`src/rtl/core/i2cbb_pkg.sv`:
```
// Types and constants for the I2C byte-level master.
// No dependencies; imported by the master, its checker and the bench.
package i2cbb_pkg;

    localparam int DELAY_W = 16;
    localparam int BYTE_W  = 8;
    localparam int CNT_W   = 4;
    localparam logic [CNT_W-1:0] BITS_PER_BYTE = 4'd8;

    typedef enum logic [2:0] {
        REQ_TICK  = 3'd0,
        REQ_START = 3'd1,
        REQ_STOP  = 3'd2,
        REQ_WRITE = 3'd3,
        REQ_READ  = 3'd4
    } req_type_t;

    typedef enum logic [3:0] {
        PH_IDLE    = 4'd0,
        PH_ST1     = 4'd1,
        PH_ST2     = 4'd2,
        PH_ST3     = 4'd3,
        PH_ST4     = 4'd4,
        PH_SP1     = 4'd5,
        PH_SP2     = 4'd6,
        PH_SP3     = 4'd7,
        PH_WR_H    = 4'd8,
        PH_WR_L    = 4'd9,
        PH_WR_ACK  = 4'd10,
        PH_RD_WAIT = 4'd11,
        PH_RD_H    = 4'd12,
        PH_RD_L    = 4'd13,
        PH_RD_ACK  = 4'd14
    } phase_t;

    typedef struct packed {
        logic [2:0]        req_type;
        logic [BYTE_W-1:0] tx_byte;
        logic              send_ack;
        logic              sda_in;
        logic              scl_in;
    } req_t;

    typedef struct packed {
        logic              scl_release;
        logic              sda_release;
        logic [BYTE_W-1:0] rx_byte;
        logic              ack_level;
        logic              busy_res;
        logic              done_res;
    } res_t;

endpackage

```
`src/rtl/core/i2c_bitbang_master.sv`:
```
// I2C byte-level master: start, stop, write byte, read byte as line sequences.
// Depends on i2cbb_pkg (request/result structs, phase enum, command codes).
//
// Usage:
//   cfg channel  - cfg_valid/cfg_ready/cfg_data write delay_ticks, the number
//                  of ticks in one line delay interval (zero acts as one).
//                  Always ready; write only while no request is in flight.
//   req channel  - one request per time tick. req_type selects tick, start,
//                  stop, write or read; a command is taken only while idle,
//                  otherwise the request counts as a plain tick. Each request
//                  also carries the sampled sda_in and scl_in pin levels.
//   res channel  - exactly one result per request: pin drive after the
//                  request's update, last read byte, last ack bit, busy and
//                  done flags.
// Timing: a request is stepped through the phase machine in the cycle it is
//   accepted and its result is registered, valid in the following cycle;
//   throughput is one request per cycle unless a stall holds it; the single result register sets it.
// Stall: while a result waits on res_ready, req_ready drops; a new request is
//   taken in the same cycle the pending result is taken.
// Reset: idle, both lines released, ack bit 1, rx byte 0, delay_ticks 1,
//   no result pending.
module i2c_bitbang_master
    import i2cbb_pkg::*;
(
    input  logic               clk,
    input  logic               rst_n,
    input  logic               cfg_valid,
    output logic               cfg_ready,
    input  logic [DELAY_W-1:0] cfg_data,
    input  logic               req_valid,
    output logic               req_ready,
    input  req_t               req,
    output logic               res_valid,
    input  logic               res_ready,
    output res_t               res
);

    // controller state
    phase_t             phase_reg,     phase_next;
    logic [CNT_W-1:0]   bit_cnt_reg,   bit_cnt_next;
    logic [BYTE_W-1:0]  shift_reg,     shift_next;
    logic [DELAY_W-1:0] dly_cnt_reg,   dly_cnt_next;
    logic               ack_choice_reg, ack_choice_next;
    logic               scl_reg,       scl_next;
    logic               sda_reg,       sda_next;
    logic               ack_smp_reg,   ack_smp_next;
    logic [BYTE_W-1:0]  rx_hold_reg,   rx_hold_next;
    logic               done_next;

    logic [DELAY_W-1:0] dly_ticks_reg;
    logic [DELAY_W-1:0] dly_load;

    logic               res_valid_reg;
    res_t               res_reg;
    res_t               res_next;
    logic               accept;

    assign cfg_ready = 1'b1;
    assign req_ready = !res_valid_reg || res_ready;
    assign accept    = req_valid && req_ready;
    assign res_valid = res_valid_reg;
    assign res       = res_reg;

    // a zero delay setting behaves as one tick
    assign dly_load = (dly_ticks_reg == '0) ? DELAY_W'(1) : dly_ticks_reg;

    always_comb
    begin
        phase_next      = phase_reg;
        bit_cnt_next    = bit_cnt_reg;
        shift_next      = shift_reg;
        dly_cnt_next    = dly_cnt_reg;
        ack_choice_next = ack_choice_reg;
        scl_next        = scl_reg;
        sda_next        = sda_reg;
        ack_smp_next    = ack_smp_reg;
        rx_hold_next    = rx_hold_reg;
        done_next       = 1'b0;

        if (phase_reg == PH_IDLE)
        begin
            case (req.req_type)
                REQ_START:
                begin
                    sda_next     = 1'b1;
                    dly_cnt_next = dly_load;
                    phase_next   = PH_ST1;
                end
                REQ_STOP:
                begin
                    sda_next     = 1'b0;
                    dly_cnt_next = dly_load;
                    phase_next   = PH_SP1;
                end
                REQ_WRITE:
                begin
                    // drive the MSB now, keep the rest for later bits
                    sda_next     = req.tx_byte[BYTE_W-1];
                    scl_next     = 1'b1;
                    shift_next   = {req.tx_byte[BYTE_W-2:0], 1'b0};
                    bit_cnt_next = CNT_W'(1);
                    dly_cnt_next = dly_load;
                    phase_next   = PH_WR_H;
                end
                REQ_READ:
                begin
                    ack_choice_next = req.send_ack;
                    shift_next      = '0;
                    bit_cnt_next    = '0;
                    sda_next        = 1'b1;
                    scl_next        = 1'b1;
                    phase_next      = PH_RD_WAIT;
                end
                default:
                begin
                    // plain tick or unused code: nothing to start
                end
            endcase
        end
        else if (phase_reg == PH_RD_WAIT)
        begin
            // hold until the slave lets SCL go high
            if (req.scl_in)
            begin
                dly_cnt_next = dly_load;
                phase_next   = PH_RD_H;
            end
        end
        else if (dly_cnt_reg > DELAY_W'(1))
        begin
            dly_cnt_next = dly_cnt_reg - DELAY_W'(1);
        end
        else
        begin
            dly_cnt_next = '0;
            case (phase_reg)
                PH_ST1:
                begin
                    scl_next = 1'b1;  dly_cnt_next = dly_load;  phase_next = PH_ST2;
                end
                PH_ST2:
                begin
                    sda_next = 1'b0;  dly_cnt_next = dly_load;  phase_next = PH_ST3;
                end
                PH_ST3:
                begin
                    scl_next = 1'b0;  dly_cnt_next = dly_load;  phase_next = PH_ST4;
                end
                PH_SP1:
                begin
                    scl_next = 1'b1;  dly_cnt_next = dly_load;  phase_next = PH_SP2;
                end
                PH_SP2:
                begin
                    sda_next = 1'b1;  dly_cnt_next = dly_load;  phase_next = PH_SP3;
                end
                PH_WR_H:
                begin
                    scl_next = 1'b0;  dly_cnt_next = dly_load;  phase_next = PH_WR_L;
                end
                PH_WR_L:
                begin
                    scl_next     = 1'b1;
                    dly_cnt_next = dly_load;
                    if (bit_cnt_reg < BITS_PER_BYTE)
                    begin
                        sda_next     = shift_reg[BYTE_W-1];
                        shift_next   = {shift_reg[BYTE_W-2:0], 1'b0};
                        bit_cnt_next = bit_cnt_reg + CNT_W'(1);
                        phase_next   = PH_WR_H;
                    end
                    else
                    begin
                        // release SDA for the slave's acknowledge
                        sda_next   = 1'b1;
                        phase_next = PH_WR_ACK;
                    end
                end
                PH_WR_ACK:
                begin
                    ack_smp_next = req.sda_in;
                    scl_next     = 1'b0;
                    phase_next   = PH_IDLE;
                    done_next    = 1'b1;
                end
                PH_RD_H:
                begin
                    shift_next   = {shift_reg[BYTE_W-2:0], req.sda_in};
                    bit_cnt_next = bit_cnt_reg + CNT_W'(1);
                    scl_next     = 1'b0;
                    dly_cnt_next = dly_load;
                    phase_next   = PH_RD_L;
                end
                PH_RD_L:
                begin
                    scl_next = 1'b1;
                    if (bit_cnt_reg < BITS_PER_BYTE)
                    begin
                        phase_next = PH_RD_WAIT;
                    end
                    else
                    begin
                        sda_next     = !ack_choice_reg;
                        dly_cnt_next = dly_load;
                        phase_next   = PH_RD_ACK;
                    end
                end
                PH_RD_ACK:
                begin
                    scl_next     = 1'b0;
                    sda_next     = 1'b1;
                    rx_hold_next = shift_reg;
                    phase_next   = PH_IDLE;
                    done_next    = 1'b1;
                end
                default:
                begin
                    // last delay of start or stop has run out
                    phase_next = PH_IDLE;
                    done_next  = 1'b1;
                end
            endcase
        end

        res_next.scl_release = scl_next;
        res_next.sda_release = sda_next;
        res_next.rx_byte     = rx_hold_next;
        res_next.ack_level   = ack_smp_next;
        res_next.busy_res    = (phase_next != PH_IDLE);
        res_next.done_res    = done_next;
    end

    // delay setting
    always_ff @(posedge clk or negedge rst_n)
    begin
        if (!rst_n)
        begin
            dly_ticks_reg <= DELAY_W'(1);
        end
        else if (cfg_valid && cfg_ready)
        begin
            dly_ticks_reg <= cfg_data;
        end
    end

    // advance the controller once per accepted request
    always_ff @(posedge clk or negedge rst_n)
    begin
        if (!rst_n)
        begin
            phase_reg      <= PH_IDLE;
            bit_cnt_reg    <= '0;
            shift_reg      <= '0;
            dly_cnt_reg    <= '0;
            ack_choice_reg <= 1'b0;
            scl_reg        <= 1'b1;
            sda_reg        <= 1'b1;
            ack_smp_reg    <= 1'b1;
            rx_hold_reg    <= '0;
        end
        else if (accept)
        begin
            phase_reg      <= phase_next;
            bit_cnt_reg    <= bit_cnt_next;
            shift_reg      <= shift_next;
            dly_cnt_reg    <= dly_cnt_next;
            ack_choice_reg <= ack_choice_next;
            scl_reg        <= scl_next;
            sda_reg        <= sda_next;
            ack_smp_reg    <= ack_smp_next;
            rx_hold_reg    <= rx_hold_next;
        end
    end

    // result register: load on accept, drop valid once taken
    always_ff @(posedge clk or negedge rst_n)
    begin
        if (!rst_n)
        begin
            res_valid_reg <= 1'b0;
        end
        else if (accept)
        begin
            res_valid_reg <= 1'b1;
        end
        else if (res_ready)
        begin
            res_valid_reg <= 1'b0;
        end
    end

    always_ff @(posedge clk)
    begin
        if (accept)
        begin
            res_reg <= res_next;
        end
    end

endmodule

```
`config.mk`:
```
export PLATFORM = sky130hd
export DESIGN_NAME = i2c_bitbang_master
export DESIGN_NICKNAME = d
export VERILOG_FILES = /design/src/rtl/core/i2cbb_pkg.sv /design/src/rtl/core/i2c_bitbang_master.sv
export SDC_FILE = /design/constraint.sdc
export NUM_CORES = 1
export LEC_CHECK = 0
export BUFFER_PORTS_ARGS = -buffer_cell sky130_fd_sc_hd__buf_2
export CAP_MARGIN = 10
export CORE_MARGIN = 3
export CORE_UTILIZATION = 58
export DETAILED_ROUTE_END_ITERATION = 8
export PLACE_DENSITY = 0.85
export SLEW_MARGIN = 40
export SYNTH_ARGS = -nofsm -noshare
export SYNTH_HDL_FRONTEND = slang
export SYNTH_SLANG_ARGS = --single-unit
```
`constraint.sdc`:
```
create_clock -name clk -period 3.5 [get_ports clk]
set_clock_uncertainty 0.1 [all_clocks]
set_input_delay 0 -clock clk [delete_from_list [all_inputs] [get_ports clk]]
set_output_delay 0 -clock clk [all_outputs]
set_load 0.02 [all_outputs]
```
==> impl_metrics.py <==
metrics = {
    "synth": {
        "yosys_warnings": 0,
        "synth_most_common_cell": "dfrtp_1",
        "synth_flop_cell": "dfrtp_1",
        "synth_seq_cells": 74,
        "synthTopCellsByCount": "57 x dfrtp_1, 37 x nand2_1, 23 x a21oi_1, 23 x mux2_2, 20 x nor2_1",
        "synth.area.top_cells": "dfrtp_1 36%, edfxtp_1 9.9%, mux2_2 6.6%",
        "syn-num-nets": 427,
        "synth-edff-count": 13,
        "yosysUniqueCellTypes": 55,
        "synth_top_area_frac": 0.3614,
        "syn_inst": 389,
        "yosysSeqAreaShare": 0.4870,
        "synth_area_um2": 3946,
        "async_flop_share": 0.8243,
        "yosys.area.top_type": "dfrtp_1",
        "syn_avg_cell_area_um2": 10.14,
    },
    "detailed_routing": {
        "num_vias": 3375,
        "via_per_inst": 6.125,
        "drc_errors": 0,
        "drt-initial-drc-count": 279,
        "wl_mm": 9.383,
        "routedWlPerCell_um": 17.03,
        "first_pass_iters": 7,
        "ant_nets": 0,
    },
    "die": {
        "die_h_um": 88.49,
        "core_um2": 6459,
        "dieWidth_um": 88.49,
        "start_util": 0.6110,
        "rows": 29,
        "dieArea_um2": 7830,
        "ioPinCount": 51,
    },
    "status": {
        "status": "finished, final reports clean",
    },
    "cts": {
        "postCtsResizedCells": 0,
        "cts_sinks": 74,
        "cts.reportedPaths.clkPinSlew_ns": 0.09,
        "tritoncts": "yes",
        "numCtsBuffers": 9,
        "root_buffer": "clkbuf_8",
        "clockBufferDepth": 2,
        "htreeDepth": 3,
        "clock_latency_ns": 0.36,
    },
    "sta": {
        "worstMarginPinSlew_ns": 0.7329,
        "final_hold_viol_count": 0,
        "fin_tns_setup_ns": 0,
        "period_minus_slack_ns": 2.928,
        "finalSetupViolCount": 0,
        "period_share": 0.8366,
        "relSlewSlack": 0.5069,
        "fmax_mhz": 341.5,
        "maxSlewViolCount": 0,
        "rsz0062_at_grt": "no",
    },
    "global_routing": {
        "globalRouteOverflowTotal": 0,
        "track_usage": 0.2639,
        "grt_pass1_vias": 3320,
        "antenna_found_initial": 0,
        "grt_pass1_wl_mm": 15.79,
        "grt_max_degree": 34,
    },
    "layout": {
        "antenna_cells": 0,
        "n_fill_cell": 451,
        "syn_to_final_growth_pct": 21.27,
        "drive_gt1_frac": 0.2342,
        "layout.nets": 507,
    },
    "critical_path": {
        "critPathMaxStageDelay_ns": 0.60,
        "cp.required_ns": 3.69,
        "end_kind": "flop",
        "timing_worst_setup_path_type": "flop to flop",
        "path_common_cell": "or4_4",
        "cp-start-kind": "flop",
        "crit_chain": "or4_4, or4_4, o21ai_1, buf_4, and3_1, and2_1, a221o_1",
        "cp_slowest_cell": "or4_4",
        "crit_fanout": 12,
        "worst-path-buf-inv": 1,
        "critical_path_arrival_ns": 3.12,
        "rrSetupSlack_ns": 0.57,
        "crit_family": "simple AND/OR/NAND/NOR gates",
    },
    "power": {
        "p_per_area_nw_per_um2": 692.1,
        "p_total_uw": 3312,
        "ir_drop_mv": 0.3519,
        "p_leak_uw": 0.002157,
    },
    "placement": {
        "portBuffers": 49,
        "dp_hpwl_mm": 6.494,
        "gp_congestion": 0.9723,
    },
    "flow_run": {
        "max_cap_violations": 0,
    },
    "hold_path": {
        "worstHoldPathType": "input pin to asynchronous set/reset pin",
    },
}
## report_power, final
group	internal, µW	total (µW)	switching (µW)
sequential	1090	1360	271
combinational	546	1280	730
clock	334	678	344
## metal layers
layer	global-route usage	share of wire
met2	0.4534	0.50
met1	0.3237	0.41
met5	0	0
met3	0.05493	0.066
met4	0.1085	0.020
## cells in the final DEF, fill, tap and decap left out, types with 10 or more instances in the layout
cell            n
nor2_1         20
buf_4          12
edfxtp_1       13
o21ai_1        18
mux2_1         10
nand2_1        37
nor3_1         15
a21oi_1        23
nor4_1         11
o21ai_0        16
dfrtp_1        57
a21boi_0       10
mux2_2         23
buf_2          48
nand3_1        13
dlygate4sd3_1  29
## repair_timing
| action | 4_1_cts | 5_1_grt |
|---|---|---|
| hold buffers | 29 | 0 |
| hold endpoints to repair | 58 | 0 |
| buffers inserted | 0 | 0 |
## area by class of cell
cell class	instances	area, µm²	share of cell area
clock buffer	9	123.9	0.02588
clock inverter	7	76.32	0.01595
inverter	8	30.03	0.006275
multi-input combinational	287	1917	0.4005
sequential	74	1922	0.4016
tap	77	96.34	0.02013
timing repair buffer	89	620.6	0.1297
## final timing paths
kind                                     to            start  cells past startpoint
max                          dly_cnt_reg[8]  dly_cnt_reg[14]                      7
min                            shift_reg[1]            rst_n                      2
max reg2reg                  dly_cnt_reg[8]  dly_cnt_reg[14]                      7
min reg2reg                  rx_hold_reg[6]   rx_hold_reg[6]                      1
max in group asynchronous  dly_ticks_reg[0]            rst_n                      3
min in group clk                    sda_reg          req[10]                      5
## cells by family after synthesis
group                      Yosys count  synth area share
other                                1         0.0009503
xor gates and xnor gates             3          0.006659
AOI/OAI and AO/OA                  107            0.1753
adders and majority gates            3          0.009513
DFF                                 74            0.4870
and+or+nand+nor                    139            0.1953
buffers and inverters               28           0.02854
muxes                               34           0.09670
## stage by stage
stage,hold WS [ns],setup WS (ns),std cells,util,instance area (µm²)
global placement,-0.001914,0.6866,506,0.6647,4293
detailed placement,0.01247,0.6009,506,0.6647,4293
finish,0.02275,0.5720,551,0.7410,4786
global route,0.03389,0.4461,551,0.7410,4786
floorplan,-0.3956,0.8376,389,-,3946
CTS,0.02978,0.5776,551,0.7406,4783
Note: power is estimated with default switching activity, not from simulation.
